## src/rtl/spvm_pkg.sv

```systemverilog
// spvm_pkg: shared constants, codes and helpers for the sample playback voice mixer
// used by every module under rtl; depends on nothing else
package spvm_pkg;

  localparam int SAMPLE_DEPTH = 65536;
  localparam int MAX_CHANNELS = 8;
  localparam int ADDR_W       = $clog2(SAMPLE_DEPTH);
  localparam int CH_W         = (MAX_CHANNELS > 1) ? $clog2(MAX_CHANNELS) : 1;
  localparam int CNT_W        = $clog2(MAX_CHANNELS + 1);

  localparam int FUNC_W     = 2;
  localparam int LADDR_W    = 16;
  localparam int SAMPLE_W   = 16;
  localparam int BLOCK_W    = 13;
  localparam int MIX_W      = 24;
  localparam int FRAME_W    = 17;
  localparam int POS_W      = 33;
  localparam int OFFSET_W   = 36;
  localparam int STEP_W     = 24;
  localparam int FRAC_W     = 16;
  localparam int PROD_W     = BLOCK_W + STEP_W;
  localparam int SUM_W      = PROD_W + 1;
  localparam int WFRAME_W   = FRAME_W + 4;
  localparam int DIV_W      = SUM_W - FRAC_W;
  localparam int DIVCNT_W   = $clog2(DIV_W + 1);
  localparam int CFG_IDX_W  = 3;
  localparam int CFG_DATA_W = 24;

  localparam logic [FUNC_W-1:0] FUNC_LOAD  = 2'd0;
  localparam logic [FUNC_W-1:0] FUNC_BEGIN = 2'd1;
  localparam logic [FUNC_W-1:0] FUNC_MIX   = 2'd2;

  localparam logic [CFG_IDX_W-1:0] REG_SRC_CHANNELS = 3'd0;
  localparam logic [CFG_IDX_W-1:0] REG_OUT_CHANNELS = 3'd1;
  localparam logic [CFG_IDX_W-1:0] REG_FRAME_TOTAL  = 3'd2;
  localparam logic [CFG_IDX_W-1:0] REG_STEP         = 3'd3;
  localparam logic [CFG_IDX_W-1:0] REG_LOOPING      = 3'd4;
  localparam logic [CFG_IDX_W-1:0] REG_PAUSED       = 3'd5;

  typedef enum logic [3:0] {
    ST_IDLE,
    ST_BEG_ADD,
    ST_BEG_WRAP_START,
    ST_BEG_WRAP_POS,
    ST_BEG_CLAMP,
    ST_MIX_FRAME,
    ST_MIX_WRAP,
    ST_MIX_READ,
    ST_MIX_OUT
  } state_t;

  function automatic logic [CNT_W-1:0] clamp_ch(input logic [3:0] c);
    logic [CNT_W-1:0] r;
    if (c == 4'd0) begin
      r = CNT_W'(1);
    end else if (int'(c) > MAX_CHANNELS) begin
      r = CNT_W'(MAX_CHANNELS);
    end else begin
      r = CNT_W'(c);
    end
    return r;
  endfunction

endpackage

```

## src/rtl/spvm_rem_unit.sv

```systemverilog
// spvm_rem_unit: restoring remainder unit, one dividend bit per cycle
// depends on spvm_pkg for dividend and divisor widths
module spvm_rem_unit (
  input  logic                          clk,
  input  logic                          rst,
  input  logic                          start,
  input  logic [spvm_pkg::DIV_W-1:0]    dividend,
  input  logic [spvm_pkg::FRAME_W-1:0]  divisor,
  output logic                          done,
  output logic [spvm_pkg::FRAME_W-1:0]  rem
);
  import spvm_pkg::*;

  logic                busy;
  logic [DIVCNT_W-1:0] cnt;
  logic [DIV_W-1:0]    dvd;
  logic [FRAME_W-1:0]  dsr;
  logic [FRAME_W:0]    try_val;
  logic [FRAME_W:0]    diff;
  logic                fits;

  assign try_val = {rem, dvd[DIV_W-1]};
  assign diff    = try_val - {1'b0, dsr};
  assign fits    = (try_val >= {1'b0, dsr});

  always_ff @(posedge clk) begin
    if (rst) begin
      busy <= 1'b0;
      done <= 1'b0;
      cnt  <= '0;
    end else begin
      done <= 1'b0;
      if (start) begin
        busy <= 1'b1;
        cnt  <= DIVCNT_W'(DIV_W);
      end else if (busy) begin
        cnt <= cnt - DIVCNT_W'(1);
        if (cnt == DIVCNT_W'(1)) begin
          busy <= 1'b0;
          done <= 1'b1;
        end
      end
    end
  end

  always_ff @(posedge clk) begin
    if (start) begin
      dvd <= dividend;
      dsr <= divisor;
      rem <= '0;
    end else if (busy) begin
      dvd <= {dvd[DIV_W-2:0], 1'b0};
      rem <= fits ? diff[FRAME_W-1:0] : try_val[FRAME_W-1:0];
    end
  end

endmodule

```

## config.mk

```make
export PLATFORM = sky130hd
export DESIGN_NAME = spvm_rem_unit
export DESIGN_NICKNAME = d
export VERILOG_FILES = /design/src/rtl/spvm_pkg.sv /design/src/rtl/spvm_rem_unit.sv
export SDC_FILE = /design/constraint.sdc
export NUM_CORES = 1
export LEC_CHECK = 0
export BUFFER_PORTS_ARGS = -buffer_cell sky130_fd_sc_hd__buf_2
export CORE_UTILIZATION = 39
export CTS_BUF_LIST = sky130_fd_sc_hd__clkbuf_4 sky130_fd_sc_hd__clkbuf_8
export CTS_CLUSTER_DIAMETER = 50
export DETAILED_ROUTE_END_ITERATION = 10
export GPL_TIMING_DRIVEN = 0
export PLACE_DENSITY = 0.69
export SLEW_MARGIN = 20
export SYNTH_ARGS = -nofsm -noshare
export SYNTH_HDL_FRONTEND = slang
export SYNTH_SLANG_ARGS = --single-unit
```

## constraint.sdc

```tcl
create_clock -name clk -period 2.55 [get_ports clk]
set_clock_uncertainty 0.15 [all_clocks]
set_input_delay 0.255 -clock clk [delete_from_list [all_inputs] [get_ports clk]]
set_output_delay 0.255 -clock clk [all_outputs]
set_load 0.01 [all_outputs]
```

==> flow_summary.ini <==
[synth]
syn-num-nets = 367
synth_adder_area_share_pct = 7.37
synth_mux_area_share_pct = 10.2
synth_edf_count = 39
synth_top_family_by_area = compound AO/OA/AOI/OAI gates
ys_seq_area_share_pct = 47.2
netlist_area_sq_um = 3500
yosys_warnings = 0
yosys_register_bits = 63
postSynth.asyncResetShare_pct = 0
synth-xor-area-share_pct = 4.26
syn_avg_cell_area_sq_um = 11.5
synth_cells = 305
synth_simple_gate_area_share_pct = 9.27
ys_types = 58
ys.flop_type = edfxtp_1
synth-compound-area-share_pct = 16.3

[floorplanning]
floorplan.rows = 34
ios = 60
fp.dieW_um = 96.7
die_y_um = 96.7
dieArea_sq_um = 9350
initial_core_util_pct = 40.1
core_sq_um = 8720

[cells_and_area]
drive_gt1_share_pct = 35.8
area_growth_pct = 27.5
n_antenna_cell = 0
final_util_pct = 51.1
nets = 465
layout_common_cells = buf_2 (59), edfxtp_1 (39), dfxtp_1 (24)
multi_input_area_sq_um = 1760
seq_area_sq_um = 1650
final_common_cell = buf_2
fill_cells = 793
stdcell_area_sq_um = 4460

[run_status]
violations = setup timing
status = finished, violations left

[cts]
cts_buffer_depth = 2
cts.sinks = 63
clk_latency_ps = 350
h-tree-depth = 3
cts_buffers = 9
clk_pin_slew_ps = 70
cts_root_buf = clkbuf_8
cts_tree = done

[sta]
fin_ws_ps = -136
period_minus_slack_ps = 2690
tns_ps = -595
rsz0062_at_grt = true
max_freq_mhz = 372
setup_violations = 10
final-hold-violation-count = 0
period_share_pct = 105
slew_viol_final = 0
slew_headroom_pct = 44.1
worst_pin_slew_ps = 836

[worst_setup_path]
crit_type = reg -> reg
start_kind = register
worstPathRequired_ps = 2660
rr_endpoint = rem[1]
r2r-start = dvd[21]
crit_fanout = 4
r2r_setup_slack_ps = -140
worstPathArrival_ps = 2800
ff2ff_path_depth = 12
crit_path_start = dvd[21]
cp-end-kind = register

[detailed_routing]
highest_layer = met4
wl_met2_mm = 3.73
vias = 2675
ant_nets = 0
drc = 0
dr.pass1.iters = 4
wire_per_inst_um = 14.9
wl_met1_mm = 3.35
dr.first_iter.drc_count = 96
wl_met3_um = 457
wirelength_mm = 7.69
avgViaCountPerCell = 5.18

[placement]
hpwl_mm = 5.06
numPortBuffers = 59
place_ws_ps = -484
placed_cell_area_sq_um = 3940
gp_congestion = 0.863

[job]
maxCapViolCount = 0

[pwr]
power.leakage_nw = 1.92
power_density_nw_per_um2 = 560
max-vdd-ir-drop_uv = 330

[worst_hold_path]
holdPathStages = 2
hold_path.class = in -> reg
min_from = dividend[0]
hold_end = dvd[0]

[grt]
grt_max_degree = 23
grt_pass1_vias = 2636
grt_pass1_wl_mm = 12.6
antenna_found_initial = 0
grtUsageTotal_pct = 17.1
grt_overflow = 0
## layout make-up
class,count,share of cell area [%]
inverter,22,1.85
sequential,63,37.0
clock inverter,6,0.814
timing repair buffer,87,12.3
buffer,10,2.38
multi-input combinational,210,39.5
tap,108,3.03
clock buffer,10,3.09
## per-stage QoR
stage	hold slack (ps)	total power, mW	instances
finish	30.6	2.50	516
global route	26.1	2.62	516
CTS	20.6	2.50	514
detailed placement	284	1.68	472
global placement	282	1.67	472
floorplan	177	1.55	305
## critical path, cell delays in order, from the launching register on
cell	delay [ps]
edfxtp_1	380
inv_2	90
ha_4	130
inv_2	30
fa_2	350
a211oi_2	220
o21ai_2	100
o2111ai_2	230
o311a_4	250
o41ai_4	80
buf_4	200
mux2i_1	140
a211oi_2	240
## cell usage after synthesis, types with 2 or more instances
cell type	number	area, sq um
edfxtp_1	39	1170
dfxtp_1	24	480
inv_1	22	82.6
nor2_1	22	82.6
mux2_2	21	236
ha_1	19	238
a21oi_1	15	75.1
nand2_1	13	48.8
mux2i_1	12	120
xnor2_1	9	78.8
xor2_1	8	70.1
a211oi_1	7	52.6
o21ai_0	7	35.0
clkbuf_8	6	82.6
o21ai_1	6	30.0
a21o_1	5	37.5
and3_1	5	31.3
nand3_1	5	25.0
nor3_1	5	25.0
a21o_2	3	26.3
nor2b_1	3	18.8
o21a_1	3	22.5
a211oi_2	2	25.0
a21boi_0	2	15.0
a31o_2	2	17.5
and3_2	2	15.0
clkbuf_1	2	7.51
nand2b_1	2	12.5
nor4b_1	2	17.5
o2111ai_1	2	17.5
o211ai_1	2	15.0
or2_2	2	12.5
## cells by family after synthesis
family,Yosys count
compound gates,74
xor+xnor,17
fa+ha+maj,20
buf+inv,32
flops,63
mux,33
simple gates,66
## metal layers
| metal | global-route usage (%) | up-vias |
|---|---|---|
| li1 | - | 1329 |
| met4 | 9.30 | 0 |
| met3 | 4.48 | 11 |
| met2 | 28.0 | 79 |
| met1 | 20.4 | 1256 |
| met5 | 0 | - |
## registers in the layout (all words and copies together), names as in the netlist
name / count
dsr: 17
done: 1
rem: 17
cnt: 5
dvd: 22
busy: 1
## how the worst max path moves through the flow
stage	slack (ps)	endpoint
floorplan	-60	rem[9]
global placement	-500	rem[2]
global route	-220	rem[8]
finish	-140	rem[1]
detailed placement	-480	rem[2]
CTS	-130	rem[1]
## report_power, final
group	internal (mW)	switching [mW]
Clock	0.373	0.405
Combinational	0.249	0.264
Sequential	1.17	0.0369
Total	1.79	0.705
## repair_timing
item                       4_1_cts  5_1_grt
pin swaps                       19       12
cloned                           1        0
setup buffers                    7        2
hold buffers                    18        0
gates resized for setup         12        8
hold endpoints to repair        22        0
setup endpoints to repair       17       17
Power figures use the tool's default switching activity.
